## config.mk

```make
export PLATFORM = sky130hd
export DESIGN_NAME = mos6502_operand_mode_parser
export DESIGN_NICKNAME = d
export VERILOG_FILES = /design/src/rtl/m6502op_pkg.sv /design/src/rtl/m6502op_step.sv /design/src/rtl/mos6502_operand_mode_parser.sv
export VERILOG_INCLUDE_DIRS = /design/src /design/src/rtl
export SDC_FILE = /design/constraint.sdc
export NUM_CORES = 1
export LEC_CHECK = 0
export BUFFER_PORTS_ARGS = -buffer_cell sky130_fd_sc_hd__buf_4
export CAP_MARGIN = 40
export CORE_MARGIN = 2
export CORE_UTILIZATION = 55
export DETAILED_ROUTE_END_ITERATION = 8
export PLACE_DENSITY = 0.77
export SYNTH_ARGS = -nofsm -noshare
export SYNTH_HDL_FRONTEND = slang
export SYNTH_SLANG_ARGS = --single-unit
```

## constraint.sdc

```tcl
create_clock -name clk -period 4.8 [get_ports clk]
set_input_delay 0.24 -clock clk [delete_from_list [all_inputs] [get_ports clk]]
set_output_delay 0.24 -clock clk [all_outputs]
set_load 0.01 [all_outputs]
```

## src/rtl/mos6502_operand_mode_parser_assert.svh

```systemverilog
// Assertion macros for the 6502 operand mode parser.
`ifndef MOS6502_OPERAND_MODE_PARSER_ASSERT_SVH
`define MOS6502_OPERAND_MODE_PARSER_ASSERT_SVH
`ifndef SYNTH
`define M6502OP_ASSERT_IMP(lbl, ante, cons, msg) \
  lbl: assert property (@(posedge clk) disable iff (rst) (ante) |-> (cons)) else $error(msg);
`define M6502OP_ASSERT_NEXT(lbl, ante, cons, msg) \
  lbl: assert property (@(posedge clk) disable iff (rst) (ante) |=> (cons)) else $error(msg);
`else
`define M6502OP_ASSERT_IMP(lbl, ante, cons, msg)
`define M6502OP_ASSERT_NEXT(lbl, ante, cons, msg)
`endif
`endif

```

## src/rtl/m6502op_pkg.sv

```systemverilog
// Types and constants shared by the 6502 operand mode parser modules.
package m6502op_pkg;

  typedef enum logic [3:0] {
    MODE_NONE = 4'd0,
    MODE_IMM  = 4'd1,
    MODE_ZP   = 4'd2,
    MODE_ZPX  = 4'd3,
    MODE_ZPY  = 4'd4,
    MODE_ABS  = 4'd5,
    MODE_ABSX = 4'd6,
    MODE_ABSY = 4'd7,
    MODE_INDX = 4'd8,
    MODE_INDY = 4'd9,
    MODE_ERR  = 4'd10
  } mode_t;

  typedef enum logic [3:0] {
    PH_NAME      = 4'd0,
    PH_SPACE     = 4'd1,
    PH_IMM_BYTE  = 4'd2,
    PH_IND_BYTE  = 4'd3,
    PH_IND_C0    = 4'd4,
    PH_IND_CM    = 4'd5,
    PH_IND_CMX   = 4'd6,
    PH_IND_PA    = 4'd7,
    PH_IND_PAC   = 4'd8,
    PH_ZP_BYTE   = 4'd9,
    PH_AFTER_ZP  = 4'd10,
    PH_ZP_INDEX  = 4'd11,
    PH_ABS_BYTE  = 4'd12,
    PH_AFTER_ABS = 4'd13,
    PH_ABS_INDEX = 4'd14
  } phase_t;

  typedef enum logic [1:0] {
    DIG_START  = 2'd0,
    DIG_DOLLAR = 2'd1,
    DIG_ONE    = 2'd2
  } digit_t;

  typedef struct packed {
    phase_t      phase;
    logic [15:0] accum;
    digit_t      digits;
    mode_t       mode;
    logic        settled;
  } parse_state_t;

  typedef struct packed {
    mode_t       mode;
    logic [15:0] value;
  } result_t;

  localparam parse_state_t ST_RESET = '{
    phase:   PH_NAME,
    accum:   16'h0000,
    digits:  DIG_START,
    mode:    MODE_NONE,
    settled: 1'b0
  };

  localparam logic [7:0] CH_NUL    = 8'h00;
  localparam logic [7:0] CH_SPACE  = 8'h20;
  localparam logic [7:0] CH_HASH   = 8'h23;
  localparam logic [7:0] CH_DOLLAR = 8'h24;
  localparam logic [7:0] CH_LPAREN = 8'h28;
  localparam logic [7:0] CH_RPAREN = 8'h29;
  localparam logic [7:0] CH_COMMA  = 8'h2C;
  localparam logic [7:0] CH_X      = 8'h58;
  localparam logic [7:0] CH_Y      = 8'h59;

endpackage

```

## src/rtl/m6502op_step.sv

```systemverilog
// Next-state and result logic for one character of the operand parser.
module m6502op_step (
  input  m6502op_pkg::parse_state_t st,
  input  logic [7:0]                char_in,
  input  logic                      is_last,
  output m6502op_pkg::parse_state_t st_next,
  output m6502op_pkg::result_t      res
);

  function automatic logic [7:0] upcase(input logic [7:0] c);
    upcase = (c >= 8'h61 && c <= 8'h7A) ? c - 8'd32 : c;
  endfunction

  // bit 4 flags a valid hex digit
  function automatic logic [4:0] hex_nibble(input logic [7:0] c);
    logic [7:0] d;
    d = 8'h00;
    if (c >= 8'h30 && c <= 8'h39) begin
      d = c - 8'h30;
      hex_nibble = {1'b1, d[3:0]};
    end else if (c >= 8'h41 && c <= 8'h46) begin
      d = c - 8'h37;
      hex_nibble = {1'b1, d[3:0]};
    end else if (c >= 8'h61 && c <= 8'h66) begin
      d = c - 8'h57;
      hex_nibble = {1'b1, d[3:0]};
    end else begin
      hex_nibble = 5'b0_0000;
    end
  endfunction

  function automatic m6502op_pkg::parse_state_t settle(input m6502op_pkg::parse_state_t s,
                                                       input m6502op_pkg::mode_t m);
    m6502op_pkg::parse_state_t r;
    r = s;
    r.mode = m;
    r.settled = 1'b1;
    settle = r;
  endfunction

  function automatic m6502op_pkg::parse_state_t byte_step(
      input m6502op_pkg::parse_state_t s, input logic [7:0] c,
      input m6502op_pkg::phase_t nxt, input logic imm);
    m6502op_pkg::parse_state_t r;
    logic [4:0] nib;
    r = s;
    nib = hex_nibble(c);
    if (s.digits == m6502op_pkg::DIG_START && c == m6502op_pkg::CH_DOLLAR) begin
      r.digits = m6502op_pkg::DIG_DOLLAR;
    end else if (!nib[4]) begin
      r = settle(s, m6502op_pkg::MODE_ERR);
    end else begin
      r.accum = {s.accum[11:0], nib[3:0]};
      if (s.digits == m6502op_pkg::DIG_ONE) begin
        r.digits = m6502op_pkg::DIG_START;
        if (imm) begin
          r = settle(r, m6502op_pkg::MODE_IMM);
        end else begin
          r.phase = nxt;
        end
      end else begin
        r.digits = m6502op_pkg::DIG_ONE;
      end
    end
    byte_step = r;
  endfunction

  function automatic m6502op_pkg::parse_state_t index_letter(
      input m6502op_pkg::parse_state_t s, input logic [7:0] c,
      input m6502op_pkg::mode_t mx, input m6502op_pkg::mode_t my);
    logic [7:0] u;
    u = upcase(c);
    if (u == m6502op_pkg::CH_X) begin
      index_letter = settle(s, mx);
    end else if (u == m6502op_pkg::CH_Y) begin
      index_letter = settle(s, my);
    end else begin
      index_letter = settle(s, m6502op_pkg::MODE_ERR);
    end
  endfunction

  function automatic m6502op_pkg::parse_state_t feed(input m6502op_pkg::parse_state_t s,
                                                     input logic [7:0] c);
    m6502op_pkg::parse_state_t r;
    r = s;
    if (!s.settled) begin
      case (s.phase)
        m6502op_pkg::PH_NAME: begin
          if (c == m6502op_pkg::CH_SPACE) r.phase = m6502op_pkg::PH_SPACE;
        end
        m6502op_pkg::PH_SPACE: begin
          if (c == m6502op_pkg::CH_SPACE) begin
            r = s;
          end else if (c == m6502op_pkg::CH_NUL) begin
            r = settle(s, m6502op_pkg::MODE_NONE);
          end else if (c == m6502op_pkg::CH_HASH) begin
            r.phase = m6502op_pkg::PH_IMM_BYTE;
          end else if (c == m6502op_pkg::CH_LPAREN) begin
            r.phase = m6502op_pkg::PH_IND_BYTE;
          end else begin
            r.phase = m6502op_pkg::PH_ZP_BYTE;
            r = byte_step(r, c, m6502op_pkg::PH_AFTER_ZP, 1'b0);
          end
        end
        m6502op_pkg::PH_IMM_BYTE: r = byte_step(s, c, m6502op_pkg::PH_IMM_BYTE, 1'b1);
        m6502op_pkg::PH_IND_BYTE: r = byte_step(s, c, m6502op_pkg::PH_IND_C0, 1'b0);
        m6502op_pkg::PH_IND_C0: begin
          if (c == m6502op_pkg::CH_COMMA) begin
            r.phase = m6502op_pkg::PH_IND_CM;
          end else if (c == m6502op_pkg::CH_RPAREN) begin
            r.phase = m6502op_pkg::PH_IND_PA;
          end else begin
            r = settle(s, m6502op_pkg::MODE_ERR);
          end
        end
        m6502op_pkg::PH_IND_CM: begin
          if (upcase(c) == m6502op_pkg::CH_X) begin
            r.phase = m6502op_pkg::PH_IND_CMX;
          end else begin
            r = settle(s, m6502op_pkg::MODE_ERR);
          end
        end
        m6502op_pkg::PH_IND_CMX: begin
          r = settle(s, (c == m6502op_pkg::CH_RPAREN) ? m6502op_pkg::MODE_INDX
                                                       : m6502op_pkg::MODE_ERR);
        end
        m6502op_pkg::PH_IND_PA: begin
          if (c == m6502op_pkg::CH_COMMA) begin
            r.phase = m6502op_pkg::PH_IND_PAC;
          end else begin
            r = settle(s, m6502op_pkg::MODE_ERR);
          end
        end
        m6502op_pkg::PH_IND_PAC: begin
          r = settle(s, (upcase(c) == m6502op_pkg::CH_Y) ? m6502op_pkg::MODE_INDY
                                                          : m6502op_pkg::MODE_ERR);
        end
        m6502op_pkg::PH_ZP_BYTE: r = byte_step(s, c, m6502op_pkg::PH_AFTER_ZP, 1'b0);
        m6502op_pkg::PH_AFTER_ZP: begin
          if (c == m6502op_pkg::CH_NUL) begin
            r = settle(s, m6502op_pkg::MODE_ZP);
          end else if (c == m6502op_pkg::CH_COMMA) begin
            r.phase = m6502op_pkg::PH_ZP_INDEX;
          end else begin
            r.phase = m6502op_pkg::PH_ABS_BYTE;
            r = byte_step(r, c, m6502op_pkg::PH_AFTER_ABS, 1'b0);
          end
        end
        m6502op_pkg::PH_ZP_INDEX:
          r = index_letter(s, c, m6502op_pkg::MODE_ZPX, m6502op_pkg::MODE_ZPY);
        m6502op_pkg::PH_ABS_BYTE: r = byte_step(s, c, m6502op_pkg::PH_AFTER_ABS, 1'b0);
        m6502op_pkg::PH_AFTER_ABS: begin
          if (c == m6502op_pkg::CH_NUL) begin
            r = settle(s, m6502op_pkg::MODE_ABS);
          end else if (c == m6502op_pkg::CH_COMMA) begin
            r.phase = m6502op_pkg::PH_ABS_INDEX;
          end else begin
            r = settle(s, m6502op_pkg::MODE_ERR);
          end
        end
        m6502op_pkg::PH_ABS_INDEX:
          r = index_letter(s, c, m6502op_pkg::MODE_ABSX, m6502op_pkg::MODE_ABSY);
        default: r = settle(s, m6502op_pkg::MODE_ERR);
      endcase
    end
    feed = r;
  endfunction

  m6502op_pkg::parse_state_t after_char;
  m6502op_pkg::parse_state_t at_end;

  always_comb begin
    after_char = feed(st, char_in);
    at_end = after_char;
    if (!after_char.settled) begin
      if (after_char.phase == m6502op_pkg::PH_NAME) begin
        at_end = settle(after_char, m6502op_pkg::MODE_NONE);
      end else begin
        at_end = feed(after_char, m6502op_pkg::CH_NUL);
      end
    end
    if (!at_end.settled) begin
      at_end = settle(at_end, m6502op_pkg::MODE_ERR);
    end
    res.mode = at_end.mode;
    res.value = (at_end.mode == m6502op_pkg::MODE_NONE || at_end.mode == m6502op_pkg::MODE_ERR)
                ? 16'h0000 : at_end.accum;
    st_next = is_last ? m6502op_pkg::ST_RESET : after_char;
  end

endmodule

```

## src/rtl/mos6502_operand_mode_parser.sv

```systemverilog
// Top level of the 6502 operand addressing mode parser.
// Feed one source line a character per cycle on char_in, with is_last on the final
// character; a full character rate (one per cycle) is sustained while char_ready is high.
// Each character is registered, then one pass of parse logic updates the line state, so
// the result (addr_mode and operand_value) is loaded into the result register when the
// registered last character advances. char_ready drops only when a finished result still
// sits in the result register unclaimed and the registered character would make another.
// The parser starts the next line with the character after the last one.
`include "mos6502_operand_mode_parser_assert.svh"
module mos6502_operand_mode_parser (
  input  logic        clk,
  input  logic        rst,
  input  logic [7:0]  char_in,
  input  logic        is_last,
  input  logic        char_valid,
  output logic        char_ready,
  output logic [3:0]  addr_mode,
  output logic [15:0] operand_value,
  output logic        result_valid,
  input  logic        result_ready
);

  logic                      s1_valid;
  logic [7:0]                s1_char;
  logic                      s1_last;
  m6502op_pkg::parse_state_t st;
  m6502op_pkg::parse_state_t st_next;
  m6502op_pkg::result_t      res;
  logic                      advance;

  m6502op_step u_step (
    .st      (st),
    .char_in (s1_char),
    .is_last (s1_last),
    .st_next (st_next),
    .res     (res)
  );

  assign advance    = s1_valid && (!s1_last || !result_valid || result_ready);
  assign char_ready = !s1_valid || advance;

  always_ff @(posedge clk) begin
    if (rst) begin
      s1_valid     <= 1'b0;
      st           <= m6502op_pkg::ST_RESET;
      result_valid <= 1'b0;
    end else begin
      if (char_ready) s1_valid <= char_valid;
      if (advance) st <= st_next;
      if (advance && s1_last) begin
        result_valid <= 1'b1;
      end else if (result_ready) begin
        result_valid <= 1'b0;
      end
    end
  end

  always_ff @(posedge clk) begin
    if (char_valid && char_ready) begin
      s1_char <= char_in;
      s1_last <= is_last;
    end
    if (advance && s1_last) begin
      addr_mode     <= res.mode;
      operand_value <= res.value;
    end
  end

  `M6502OP_ASSERT_IMP(a_zero_value, result_valid && (addr_mode == m6502op_pkg::MODE_NONE || addr_mode == m6502op_pkg::MODE_ERR), operand_value == 16'h0000, "value not zero for none or error")
  `M6502OP_ASSERT_IMP(a_no_overwrite, advance && s1_last, !result_valid || result_ready, "result overwritten before taken")
  `M6502OP_ASSERT_NEXT(a_line_restart, advance && s1_last, st == m6502op_pkg::ST_RESET, "parse state not cleared after line")
  `M6502OP_ASSERT_NEXT(a_request_held, char_valid && char_ready, s1_valid, "accepted request lost")

endmodule
```

Yosys cells after proc, flatten, opt, wreduce, memory -nomap -nowiden
Cells that the tools add are included.

$add $sub $neg: 4. Magnitude comparators: 7. Equal/unequal tests: 32. Muxes and demuxes: 115. Reduce and logical (&&, ||, !) cells: 21.

Operator list (number): 23-bit case mux with 15 select lines (1); 5-bit 2-to-1 mux (58); 27-bit 2-to-1 mux (6); 23-bit 2-to-1 mux (7); 23-bit case mux with 7 select lines (1); 20-bit 2-to-1 mux (4); 18-bit 2-to-1 mux (4); 22-bit 2-to-1 mux (3); 4-bit case mux with 13 select lines (1); 4-bit equality test, second input constant (12); 8-bit by 6-bit equality test with 1-bit output, second input constant (6); 4-bit 2-to-1 mux (12); 8-bit by 7-bit <= comparator with 1-bit output, second input constant (3); 2-bit 2-to-1 mux (11); 19-bit 2-to-1 mux (1); 17-bit 2-to-1 mux (1); 4-bit by 2-bit equality test with 1-bit output, second input constant (4); 4-bit by 3-bit equality test with 1-bit output, second input constant (4); 8-bit by 7-bit equality test with 1-bit output, second input constant (2); 8-bit by 7-bit >= comparator with 1-bit output, second input constant (2); 16-bit 2-to-1 mux (1); 4-bit logical NOT (3); 4-bit by 1-bit equality test with 1-bit output, second input constant (2); 8-bit by 6-bit >= comparator with 1-bit output, second input constant (1); 13 further kinds (29).

Register bits: 58. Input port bits: 13. Output and inout bits: 22. Logic and storage cells: 190.

Logic depth before layout (Yosys ltp)
Gate-level depths: netlist (run 1).

Depth after elaboration: 30. Gate-level depth with buffers: 14. Gate-level depth less buffers: 11.

Cells and area by module
A second synthesis (run 1) with hierarchy kept.

Cells, all modules: 521. Area, all modules: 4521.8 sq um.

By module, submodules not included: m6502op_step (instances 1, cells an instance 364, area each 2327.2 sq um); mos6502_operand_mode_parser (instances 1, cells an instance 157, area each 2194.6 sq um).

Worst setup path after synthesis (run 1)
Ideal clock, no wire load.

Path type: reg-to-reg. From: reg s1_char[1]. To: reg operand_value[11], data pin. Arrival: 3344 ps. Required time: 4650 ps. Slack: 1306 ps. Stages on the path, launching flop included: 15. Path buffers: 3. Period minus slack after synthesis: 3494 ps. Cell sequence: edfxtp_1 inv_1 ha_1 or3b_1 nand4_1 or3_1 buf_2 a311oi_1 a211o_1 o32a_4 or4b_4 and3_1 buf_6 buf_12 nor3_2.

Word-level cells in the longest chain between the ends: 28. Elaborated cells on any way between the ends: 126.

RTL lines: start, declared (line mos6502_operand_mode_parser.sv:24) `logic [7:0] s1_char;`; start signal, assigned (line mos6502_operand_mode_parser.sv:60) `s1_char <= char_in;`; 8-bit by 7-bit >= comparator with 1-bit output / 8-bit by 7-bit <= comparator with 1-bit output (equally long branches) (line m6502op_step.sv:11, m6502op_step.sv:24); 1-bit logical AND (line m6502op_step.sv:24) `end else if (c >= 8'h61 && c <= 8'h66) begin`; 5-bit 2-to-1 mux (line m6502op_step.sv:24); 5-bit 2-to-1 mux (line m6502op_step.sv:21) `end else if (c >= 8'h41 && c <= 8'h46) begin`; 5-bit 2-to-1 mux (line m6502op_step.sv:18) `if (c >= 8'h30 && c <= 8'h39) begin`; 5-bit 2-to-1 mux (line m6502op_step.sv:98) `end else if (c == m6502op_pkg::CH_LPAREN) begin`; 5-bit 2-to-1 mux (line m6502op_step.sv:96) `end else if (c == m6502op_pkg::CH_HASH) begin`; 5-bit 2-to-1 mux (line m6502op_step.sv:94) `end else if (c == m6502op_pkg::CH_NUL) begin`; (+12 left out); 5-bit 2-to-1 mux (line m6502op_step.sv:54) `if (s.digits == m6502op_pkg::DIG_ONE) begin`; 23-bit 2-to-1 mux (line m6502op_step.sv:50) `end else if (!nib[4]) begin`; 23-bit case mux with 7 select lines (line m6502op_step.sv:87) `case (s.phase)`; 23-bit 2-to-1 mux (line m6502op_step.sv:176) `if (after_char.phase == m6502op_pkg::PH_NAME) begin`; 23-bit 2-to-1 mux (*) (line m6502op_step.sv:175) `if (!after_char.settled) begin`; 5-bit 2-to-1 mux (line m6502op_step.sv:182) `if (!at_end.settled) begin`; 4-bit equality test / 4-bit logical NOT (equally long branches) (line m6502op_step.sv:186) `res.value = (at_end.mode == m6502op_pkg::MODE_NONE || at_end.mode == m6502op_pkg::MODE_ERR)`; 1-bit logical OR (line m6502op_step.sv:186); end signal, assigned (line mos6502_operand_mode_parser.sv:65) `operand_value <= res.value;`; end, declared (line mos6502_operand_mode_parser.sv:18) `output logic [15:0] operand_value,`.

Every way passes the cells marked *; elsewhere a longest branch is shown, timed or not. The select of a mux whose other input is x is not followed. A chain may end at the register's enable or synchronous reset.

Worst setup path after layout (run 1)
From: reg s1_char[1]. To: reg operand_value[3], data pin.

Same word-level chain as after synthesis.

==> key figures, run 1 <==
Die
  • Die ar.: 8470 um^2
  • Die Ht: between 90 and 100 um
  • DIE WIDTH: 92.0 um
  • Num rows: 32
  • Total I/O pin count: 35
  • Initial Utilization: 56.0%
  • Core area: around 7600 um^2

Route
  • Vias: approximately 4000
  • Iter 0 DRT Violations: between 400 and 500
  • DRC viols: 0
  • DR pass1 iterations: 5
  • Final WL: ~12000 um
  • Detail Route Antenna Nets: 0
  • Drt wl/cell: 19.0 um
  • Post-DR vias/cell: 6.49

Layout
  • Layout area overhead: 10.6%
  • Ant. Diodes: 0
  • Net count, final: 531
  • Finished Core Util: 62.0%
  • Layout fillers: 665
  • Share of cells above drive strength 1: 20.0%

Global route
  • Pin count of the biggest net entering global routing: 30
  • First-pass GRT wire length: 19000 um
  • Grt ovf: 0
  • Initial antenna violation count: 0
  • Total GRT Usage: between 20 and 30%
  • Vias in the first global route: 3685

Timing
  • Setup total negative slack: 0 ps
  • Final period util: 86.1%
  • F_max: 242 MHz
  • Slew HR: 40.6%
  • Setup Skew: 10.7 ps
  • Slew Limit Fails: 0
  • Final min period: approximately 4100 ps
  • Final setup violation count: 0
  • Final Hold Viols: 0
  • RSZ-0062 raised after global routing: false
  • Worst-margin pin slew: 890 ps

Logic synthesis
  • Synth area leaders: edfxtp_1 (20%), dfxtp_1 (14%), nor2_1 (5.5%)
  • Share of the synthesized area in the top cell type: approximately a fifth
  • Net Count, Synth: 508
  • Ys Warns: 0
  • Primary FF master, synth: edfxtp_1
  • Sequential-to-total area share from yosys stat: 34.1%
  • Post-synth top area cell: edfxtp_1
  • Mapped Cells: roughly 490
  • Share of flip-flops with an asynchronous set or reset: 0%
  • Synthesized cell area: 4260 um^2
  • EDFF count, synth: 29
  • Post-synthesis register bit count: 58
  • Unique masters post-synth: 87
  • Avg Inst Size Synth: 8.75 um^2

Clock network
  • Skew-Pair Late Insertion Delay: 330 ps
  • CTS H-tree lvls: 3
  • Worst-path clk slew: 70 ps
  • Root Driver: clkbuf_8
  • CTS Sinks: 58
  • PostCTS Resize Cnt: 0
  • CTS max path bufs: 2
  • Setup Buffers After CTS: 0
  • Number of buffers created by CTS: 9
  • TritonCTS clock tree: yes
  • Cts-stage hold buffer count: 0

Run
  • Max_cap viols: 0

Power and ir drop
  • Power Density: 235 nW/um^2
  • P_leak: 1.72 nW
  • Peak VDD IR: 203 uV

Place
  • Final Wtd Congestion: 0.975
  • PortBufs: 34
  • Post-DP HPWL: 8510 um

Critical path
  • Crit path max fanout: 17
  • Startpoint Class: flop
  • Crit Path Category: flop to flop
  • CP Capture Type: flop
  • Worst path required time: 4930 ps
  • Critical Path AT: approximately 4300 ps

Worst hold path
  • Worst Hold Class: input pin to flop

Status
  • Status: complete, no violations
## placed cells by master (no fill, tap or decap), types with 4 or more instances in the layout
cell type  Yosys  layout
a21oi_1       32      32
nand2_1       33      33
dfxtp_1       29      29
nand4_1        5       5
a22oi_1       24      24
nor3b_1        5       5
o21bai_1       4       4
a22o_1         4       4
and3_1         6       6
or4b_4         4       4
edfxtp_1      29      29
o22ai_1        5       5
o21ai_0       21      21
or3_1          5       5
nor3_2        10      10
nor4_1         7       7
nand3_1        8       8
nor2_1        62      61
nor2b_1        4       4
inv_1         16      16
clkbuf_8       2       9
o31ai_1        4       4
or2_2          4       4
mux2i_1       13      13
a31oi_1        7       7
nor3_1        16      16
nand3b_1       5       5
buf_4          0      44
nand2b_1       9       9
ha_1           8       8
## worst max-delay path, stage by stage (launching register included)
cell,delay (ps)
edfxtp_1,480
inv_1,170
ha_1,500
or3b_1,400
nand4_1,120
or3_1,250
a311oi_1,130
a211o_1,300
o32a_4,340
or4b_4,570
and3_1,190
buf_4,200
a2111oi_2,250
## synthesized netlist by cell type, types with 3 or more instances
master     count
o2111ai_1      3
or4b_4         4
buf_6          9
nand3b_1       5
a211o_1        3
inv_1         16
nor3_1        16
or2b_2         3
a211oi_1       3
nor4_1         7
o21bai_1       4
mux2i_1       13
and2_1         3
o22ai_1        5
nand2b_1       9
nand4_1        5
nor3b_1        5
nand3_1        8
dfxtp_1       29
or2_2          4
a31oi_1        7
clkbuf_1      17
and3_1         6
edfxtp_1      29
nor3_2        10
and2b_2        3
o211ai_1       3
a22oi_1       24
nor2_1        62
a22o_1         4
nand2_1       33
or3_1          5
xnor2_1        3
o21ai_0       21
nor2b_1        4
a221oi_1       3
a21oi_1       32
ha_1           8
o31ai_1        4
## metal layers
metal,routed length [um],up-vias,track usage [%]
li1,-,1887,-
met1,5080,1891,39.8
met2,5470,201,43.0
met3,897,27,6.33
met4,301,0,10.3
met5,0,-,0
## worst paths after layout
| check | from | endpoint | slack [ps] | depth (start not counted) |
|---|---|---|---|---|
| worst max-delay path | s1_char[1] | operand_value[3] | 670 | 12 |
| worst min-delay path | char_in[6] | s1_char[6] | 80 | 1 |
| worst max register to register | s1_char[1] | operand_value[3] | 670 | 12 |
| worst min register to register | st[3] | st[3] | 490 | 2 |
## logic make-up (layout without fill, tap and decap cells)
family / after synthesis / after routing / share of synthesized area [%]
fa+ha+maj: 8 / 8 / 2.35
xor+xnor: 3 / 3 / 0.617
compound gates: 147 / 147 / 25.0
buf+inv: 50 / 78 / 7.16
flops: 58 / 58 / 34.1
simple gates: 207 / 207 / 27.5
mux: 14 / 14 / 3.32
## per-stage QoR
step                      instances  hold WS, ps  cell area, um^2  worst slack [ps]  power [mW]
after floorplan                 487          339             4260              1310       0.593
after global placement          599          418             4470               942       0.616
after detailed placement        601          419             4500               761       0.619
after CTS                       617         64.6             4710               733        1.11
after global routing            617         62.5             4710               472        1.14
final                           617         81.4             4710               669        1.11
## state kept, by name, indices dropped and copies added, names as in the netlist
register,cells
operand_value,16
st,27
s1_last,1
s1_char,8
s1_valid,1
addr_mode,4
result_valid,1
## power by group
part	internal [mW]	switching (mW)	leakage, nW
Clock	0.291	0.205	0.107
Combinational	0.0271	0.0409	1.11
Sequential	0.528	0.0141	0.509
## final cells by class
class,count,area [um^2],area share (%)
Multi-Input combinational cell,379,2510,53.2
Sequential cell,58,1450,30.8
Timing Repair Buffer,45,345,7.33
Tap cell,102,128,2.71
Clock buffer,9,124,2.63
Clock inverter,7,93.8,1.99
Inverter,17,63.8,1.35
No activity file was read; power rests on OpenSTA's default activity.
==> run 2: changes to the inputs <==
--- a/config.mk
+++ b/config.mk
@@ -7,11 +7,11 @@
 export NUM_CORES = 1
 export LEC_CHECK = 0
 export BUFFER_PORTS_ARGS = -buffer_cell sky130_fd_sc_hd__buf_4
-export CAP_MARGIN = 40
 export CORE_MARGIN = 2
 export CORE_UTILIZATION = 55
 export DETAILED_ROUTE_END_ITERATION = 8
-export PLACE_DENSITY = 0.77
+export PLACE_DENSITY = 0.8
+export SKIP_LAST_GASP = 1
 export SYNTH_ARGS = -nofsm -noshare
 export SYNTH_HDL_FRONTEND = slang
 export SYNTH_SLANG_ARGS = --single-unit
==> constraint.sdc (replaced) <==
create_clock -name clk -period 3.8 [get_ports clk]
set_input_delay 0.19 -clock clk [delete_from_list [all_inputs] [get_ports clk]]
set_output_delay 0.19 -clock clk [all_outputs]
set_load 0.01 [all_outputs]
==> run 2 against run 1 <==
Against the previous run: flip-flop and latch count unchanged; global-route usage up 3.2 points; register-to-register slack worse by 530 ps; critical endpoint is now operand_value[4].
==> key figures, run 2 (synthesis gave the netlist of run 1 again) <==
Layout
  • Most flops, register: st
  • Most frequent cells in the layout: buf_4 (75), nor2_1 (60), nand2_1 (33), a21oi_1 (31)
  • Commonest non-fill, non-tap cell in the layout: buf_4
  • Layout area overhead: 18.7%
  • Ant. Diodes: 0 (unchanged)
  • Layout fillers: 620 (-6.8%)
  • Finished Core Util: 66.5% (+4.5 points)
  • Final Non-Filler Cells: 649 (+5.2%)
  • Max reg flops: 27 (unchanged)
  • Net count, final: 563 (+6.0%)
  • Share of cells above drive strength 1: 26.7% (+6.7 points)
  • Top flop regs: st x27, operand_value x16, s1_char x8

Route
  • Drt wl/cell: 20.5 um (+7.7%)
  • Final WL: 13300 um (+13%)
  • DRC viols: 0 (unchanged)
  • Iter 0 DRT Violations: 305 (-30%)
  • Post-DR vias/cell: 6.55 (+0.91%)
  • Detail Route Antenna Nets: 0 (unchanged)
  • Vias: 4252 (+6.1%)
  • DR pass1 iterations: 5 (unchanged)

Timing
  • Final period util: 96.3% (+10 points)
  • Final Hold Viols: 0 (unchanged)
  • Setup Skew: 14.3 ps (+3.54 ps)
  • Final setup violation count: 0 (unchanged)
  • Slew HR: 25.2% (-15 points)
  • Final min period: 3660 ps (-473 ps)
  • Slew Limit Fails: 0 (unchanged)
  • Worst-margin pin slew: 1120 ps (+230 ps)
  • F_max: 273 MHz (+13%)

Global route
  • Total GRT Usage: 31.6% (+3.2 points)
  • First-pass GRT wire length: 20900 um (+9.8%)
  • Pin count of the biggest net entering global routing: 30 (unchanged)
  • Grt ovf: 0 (unchanged)
  • Initial antenna violation count: 0 (unchanged)
  • Vias in the first global route: 4085 (+11%)

Place
  • Final Wtd Congestion: 0.974 (-0.14%)
  • Placed Cells: 631 (+5.0%)
  • Post-DP HPWL: 9700 um (+14%)
  • PortBufs: 34 (unchanged)

Die
  • Die Ht: 92.0 um (unchanged)
  • Total I/O pin count: 35 (unchanged)
  • Num rows: 32 (unchanged)
  • Die ar.: 8470 um^2 (unchanged)
  • Core area: 7610 um^2 (unchanged)
  • Initial Utilization: 56.0% (unchanged)
  • DIE WIDTH: 92.0 um (unchanged)

Critical path
  • Worst path required time: 3980 ps (-950 ps)
  • CP Capture Type: flop
  • Startpoint Class: flop
  • Crit path max fanout: 11 (-6)
  • Critical Path AT: 3840 ps (-420 ps)
  • Crit Path Category: flop to flop

Run
  • Max_cap viols: 0 (unchanged)

Power and ir drop
  • P_leak: 1.91 nW (+11%)
  • Power Density: 292 nW/um^2 (+25%)
  • Peak VDD IR: 399 uV (+96%)

Clock network
  • Skew-Pair Late Insertion Delay: 350 ps (+20 ps)
  • CTS H-tree lvls: 3 (unchanged)
  • Root Driver: clkbuf_8
  • Number of buffers created by CTS: 9 (unchanged)
  • TritonCTS clock tree: yes
  • Worst-path clk slew: 80 ps (about the same)
  • CTS Sinks: 58 (unchanged)
  • CTS max path bufs: 2 (unchanged)
  • Cts-stage hold buffer count: 0 (unchanged)

Worst hold path
  • Worst Hold Class: input pin to flop

Status
  • Status: complete, no violations
-- run 2: worst max-delay path, stage by stage (launching register included) --
cell	delay, ps
edfxtp_1	520
buf_4	230
or4b_4	560
o21ai_2	230
nand2_1	80
a211o_1	330
o32a_4	350
or4b_4	540
and3_2	260
buf_12	160
nor3_1	220
-- run 2: worst paths after layout --
kind         startpoint                to  slack [ps]  depth (start not counted)
max          s1_char[2]  operand_value[4]         140                         10
min          char_in[3]        s1_char[3]          20                          1
max reg2reg  s1_char[2]  operand_value[4]         140                         10
min reg2reg       st[3]             st[3]         480                          2
-- run 2: timing repair --
action / in CTS / in global routing
pin swaps: 0 / 1
resized for setup: 1 / 11
endpoints found under the setup margin: 1 / 16
setup buffers: 0 / 2
-- run 2: per-stage QoR --
stage | setup WS [ps] | hold WS (ps) | cell area (um^2) | TNS (ps) | power, mW
floorplan | 306 | 289 | 4260 | 0 | 0.749
global placement | 25.2 | 369 | 4740 | 0 | 0.786
detailed placement | 65.0 | 369 | 4740 | 0 | 0.789
CTS | 16.1 | 8.62 | 4980 | 0 | 1.47
global route | -37.4 | 9.48 | 5060 | -87.6 | 1.51
finish | 142 | 20.4 | 5060 | 0 | 1.48
-- run 2: cell type report --
class	count	area, um^2	share of cell area [%]
Inverter	17	63.8	1.26
Clock inverter	6	95.1	1.88
Multi-Input combinational cell	379	2570	50.8
Timing Repair Buffer	77	603	11.9
Tap cell	102	128	2.52
Sequential cell	58	1450	28.7
Clock buffer	10	149	2.94
-- run 2: where the power goes --
| group | total (mW) | switching (mW) | internal [mW] |
|---|---|---|---|
| combinational | 0.103 | 0.0628 | 0.0402 |
| sequential | 0.678 | 0.0112 | 0.667 |
| clock | 0.699 | 0.283 | 0.416 |
-- run 2: per-layer routing --
| layer | part of all wire [%] | routed length [um] | GRT usage (%) |
|---|---|---|---|
| met4 | 4.5 | 598 | 15.9 |
| met5 | 0 | 0 | 0 |
| met1 | 42 | 5530 | 41.8 |
| met2 | 46 | 6150 | 49.2 |
| met3 | 7.7 | 1020 | 6.16 |
==> run 3: changes to the inputs <==
--- a/config.mk
+++ b/config.mk
@@ -14,4 +14,5 @@
 export SKIP_LAST_GASP = 1
 export SYNTH_ARGS = -nofsm -noshare
 export SYNTH_HDL_FRONTEND = slang
+export SYNTH_HIERARCHICAL = 1
 export SYNTH_SLANG_ARGS = --single-unit
==> run 3 against run 2 <==
Against the previous run: power is 8.0% lower; sequential power hardly changed; synthesized cell count is 7.0% higher; critical endpoint is now operand_value[2]; largest power group is now registers; clock skew is 6.0 ps lower.
==> key figures, run 3 <==
Clock network
  • CTS Sinks: 58 (unchanged)
  • Root Driver: clkbuf_8
  • CTS max path bufs: 2 (unchanged)
  • Cts-stage hold buffer count: 0 (unchanged)
  • Number of buffers created by CTS: 9 (unchanged)
  • TritonCTS clock tree: yes
  • Skew-Pair Late Insertion Delay: 330 ps (-20 ps)
  • Worst-path clk slew: 60 ps (-20 ps)
  • CTS H-tree lvls: 3 (unchanged)

Timing
  • Final min period: 3640 ps (-15.0 ps)
  • Min Hold Slack: 34.1 ps (+13.7 ps)
  • Final Hold Viols: 0 (unchanged)
  • F_max: 274 MHz (+0.41%)
  • Worst-margin pin slew: 918 ps (-202 ps)
  • Final setup violation count: 0 (unchanged)
  • Setup Skew: 8.24 ps (-6.04 ps)
  • Slew HR: 38.8% (+14 points)
  • Slew Limit Fails: 0 (unchanged)
  • Final period util: 95.9% (-0.39 points)

Global route
  • Initial antenna violation count: 0 (unchanged)
  • First-pass GRT wire length: 20300 um (-2.7%)
  • Vias in the first global route: 4016 (-1.7%)
  • Pin count of the biggest net entering global routing: 57 (+90%)
  • Grt ovf: 0 (unchanged)
  • Total GRT Usage: 29.5% (-2.1 points)

Die
  • Die Ht: 94.7 um (+2.9%)
  • DIE WIDTH: 94.7 um (+2.9%)
  • Total I/O pin count: 35 (unchanged)
  • Core area: 8090 um^2 (+6.4%)
  • Num rows: 33 (+3.1%)
  • Initial Utilization: 55.9% (-0.14 points)
  • Die ar.: 8960 um^2 (+5.8%)

Critical path
  • Worst path required time: 3880 ps (-100 ps)
  • CP Capture Type: flop
  • Critical Path AT: 3720 ps (-120 ps)
  • Startpoint Class: flop
  • Crit path max fanout: 16 (+5)
  • Crit Path Category: flop to flop

Layout
  • Max reg flops: 27 (unchanged)
  • Layout area overhead: 15.1%
  • Commonest non-fill, non-tap cell in the layout: buf_4
  • Ant. Diodes: 0 (unchanged)
  • Final Non-Filler Cells: 681 (+4.9%)
  • Final instance area: 5200 um^2 (+2.9%)
  • Top flop regs: st x27, operand_value x16, s1_char x8
  • Layout fillers: 693 (+12%)
  • Share of cells above drive strength 1: 23.1% (-3.6 points)
  • Net count, final: 590 (+4.8%)
  • Most frequent cells in the layout: buf_4 (76), nor2_1 (63), nand2b_1 (62), mux2i_1 (39)
  • Most flops, register: st

Route
  • DRC viols: 0 (unchanged)
  • Iter 0 DRT Violations: 442 (+45%)
  • Detail Route Antenna Nets: 0 (unchanged)
  • Final WL: 13100 um (-1.5%)
  • Post-DR vias/cell: 6.24 (-4.8%)
  • DR pass1 iterations: 5 (unchanged)
  • Vias: 4249 (-0.071%)
  • Drt wl/cell: 19.2 um (-6.1%)

Logic synthesis
  • Ys Warns: 6 (+6)
  • Most common cell in the netlist: nor2_1
  • Adder-cell share of the synthesized area: 1.66% (-0.69 points)
  • Top post-synthesis cells by count: nor2_1 (63), nand2b_1 (62), mux2i_1 (39)
  • Simple-Gate Fraction of Synth Area: 28.0% (+0.43 points)
  • Primary FF master, synth: edfxtp_1
  • Post-synth top area cell: edfxtp_1
  • Mapped Cells: 521 (+7.0%)
  • Multiplexer area fraction after synthesis: 8.88% (+5.6 points)
  • Unique masters post-synth: 84 (-3.4%)
  • Largest family of logic cells by synthesized area: simple AND/OR/NAND/NOR gates
  • Sequential-to-total area share from yosys stat: 32.1% (-2.0 points)
  • Post-synthesis xor/xnor area fraction: 0.968% (+0.35 points)
  • Share of the synthesized area in the top cell type: 19.3% (-1.2 points)
  • EDFF count, synth: 29 (unchanged)
  • Compound-Gate Fraction of Synth Area: 21.5% (-3.5 points)
  • Share of flip-flops with an asynchronous set or reset: 0% (unchanged)
  • Synth area leaders: edfxtp_1 (19%), dfxtp_1 (13%), mux2i_1 (8.6%)
  • Avg Inst Size Synth: 8.68 um^2 (-0.82%)
  • Net Count, Synth: 540 (+6.3%)
  • Post-synthesis register bit count: 58 (unchanged)
  • Synthesized cell area: 4520 um^2 (+6.1%)

Power and ir drop
  • Power Density: 262 nW/um^2 (-11%)
  • Gate power share: 8.9% (+1.9 points)
  • Sequential power share: 49.6% (+3.8 points)
  • Peak VDD IR: 191 uV (-52%)
  • Internal power component: 1.04 mW (-7.7%)
  • Clock power share: 41.5% (-5.7 points)
  • Switching part of the total: 23.9% (-0.19 points)
  • P_leak: 2.03 nW (+6.6%)
  • Net switching power: 326 uW (-8.7%)

Status
  • Status: complete, no violations

Worst hold path
  • Worst Hold Class: input pin to flop

Place
  • Final Wtd Congestion: 1.02 (+5.0%)
  • Post-DP HPWL: 9340 um (-3.7%)
  • Placed Cells: 661 (+4.8%)
  • PortBufs: 34 (unchanged)
  • DP Area: 4950 um^2 (+4.4%)

Run
  • Max_cap viols: 0 (unchanged)
==> run 3: cell count changes after synthesis, moves of 7 or more <==
cell	before	now
a22oi_1	24	4
mux2i_1	13	39
nand2b_1	9	62
nor2_2	0	10
nor2b_1	4	11
nor3_1	16	3
nor3_2	10	0
==> run 3: power groups by stage <==
stage	Combinational, mW	Clock (mW)	Sequential (mW)
floorplan	0.0829	0	0.688
global placement	0.115	0	0.688
detailed placement	0.118	0	0.689
CTS	0.119	0.578	0.675
global route	0.129	0.603	0.677
finish	0.121	0.565	0.676
==> run 3: final cells by class <==
type	count	area [um^2]	share of cell area (%)
clock buffers	11	141	2.72
clock inverters	5	53.8	1.03
inverters	11	41.3	0.793
multi-input cells	414	2790	53.7
flip-flops and latches	58	1450	27.9
well taps	105	131	2.52
repair buffers	77	591	11.3
==> run 3: stage by stage <==
step / setup TNS (ps) / total power [mW] / worst slack, ps / util, %
floorplan: 0 / 0.771 / 172 / -
global route: -4.37 / 1.41 / -2.64 / 64.3
global placement: -114 / 0.803 / -18.9 / 61.1
finish: 0 / 1.36 / 157 / 64.3
CTS: 0 / 1.37 / 58.5 / 63.7
detailed placement: -333 / 0.807 / -34.4 / 61.1
==> run 3: final timing paths <==
kind / from / slack, ps / to / cells past startpoint
hold / removal: char_in[6] / 30 / s1_char[6] / 1
setup reg to reg: s1_char[6] / 160 / operand_value[2] / 11
hold reg to reg: st[19] / 470 / st[19] / 2
setup / recovery: s1_char[6] / 160 / operand_value[2] / 11
==> run 3: layer usage <==
layer  wire length, um  up-vias  track usage (%)  part of all wire, %
li1                  -     1992                -                    -
met1              5470     1981             37.7                   42
met2              6210      223             48.5                   47
met3               852       53             4.95                  6.5
met4               572        0             13.5                  4.4
met5                 0        -                0                    0
==> run 3: cells by family after synthesis <==
kind of cell,Yosys count
fa+ha+maj,6
buf+inv,49
xor+xnor,5
flops,58
simple gates,230
mux,40
compound gates,133
==> run 3: repair_timing <==
| action | in CTS | in global routing |
|---|---|---|
| endpoints found under the setup margin | 16 | 17 |
| pin swaps | 0 | 2 |
| setup buffers | 0 | 4 |
| gates resized for setup | 1 | 6 |
==> run 3: critical path: stages, from the launching register on <==
cell and delay (ps):
edfxtp_1 540, or4b_1 720, a211oi_2 340, o21ai_0 130, a32oi_1 290, o2111ai_1 210
o32ai_1 340, buf_4 180, xor2_1 90, a211oi_4 300, buf_12 200, nor2_1 50
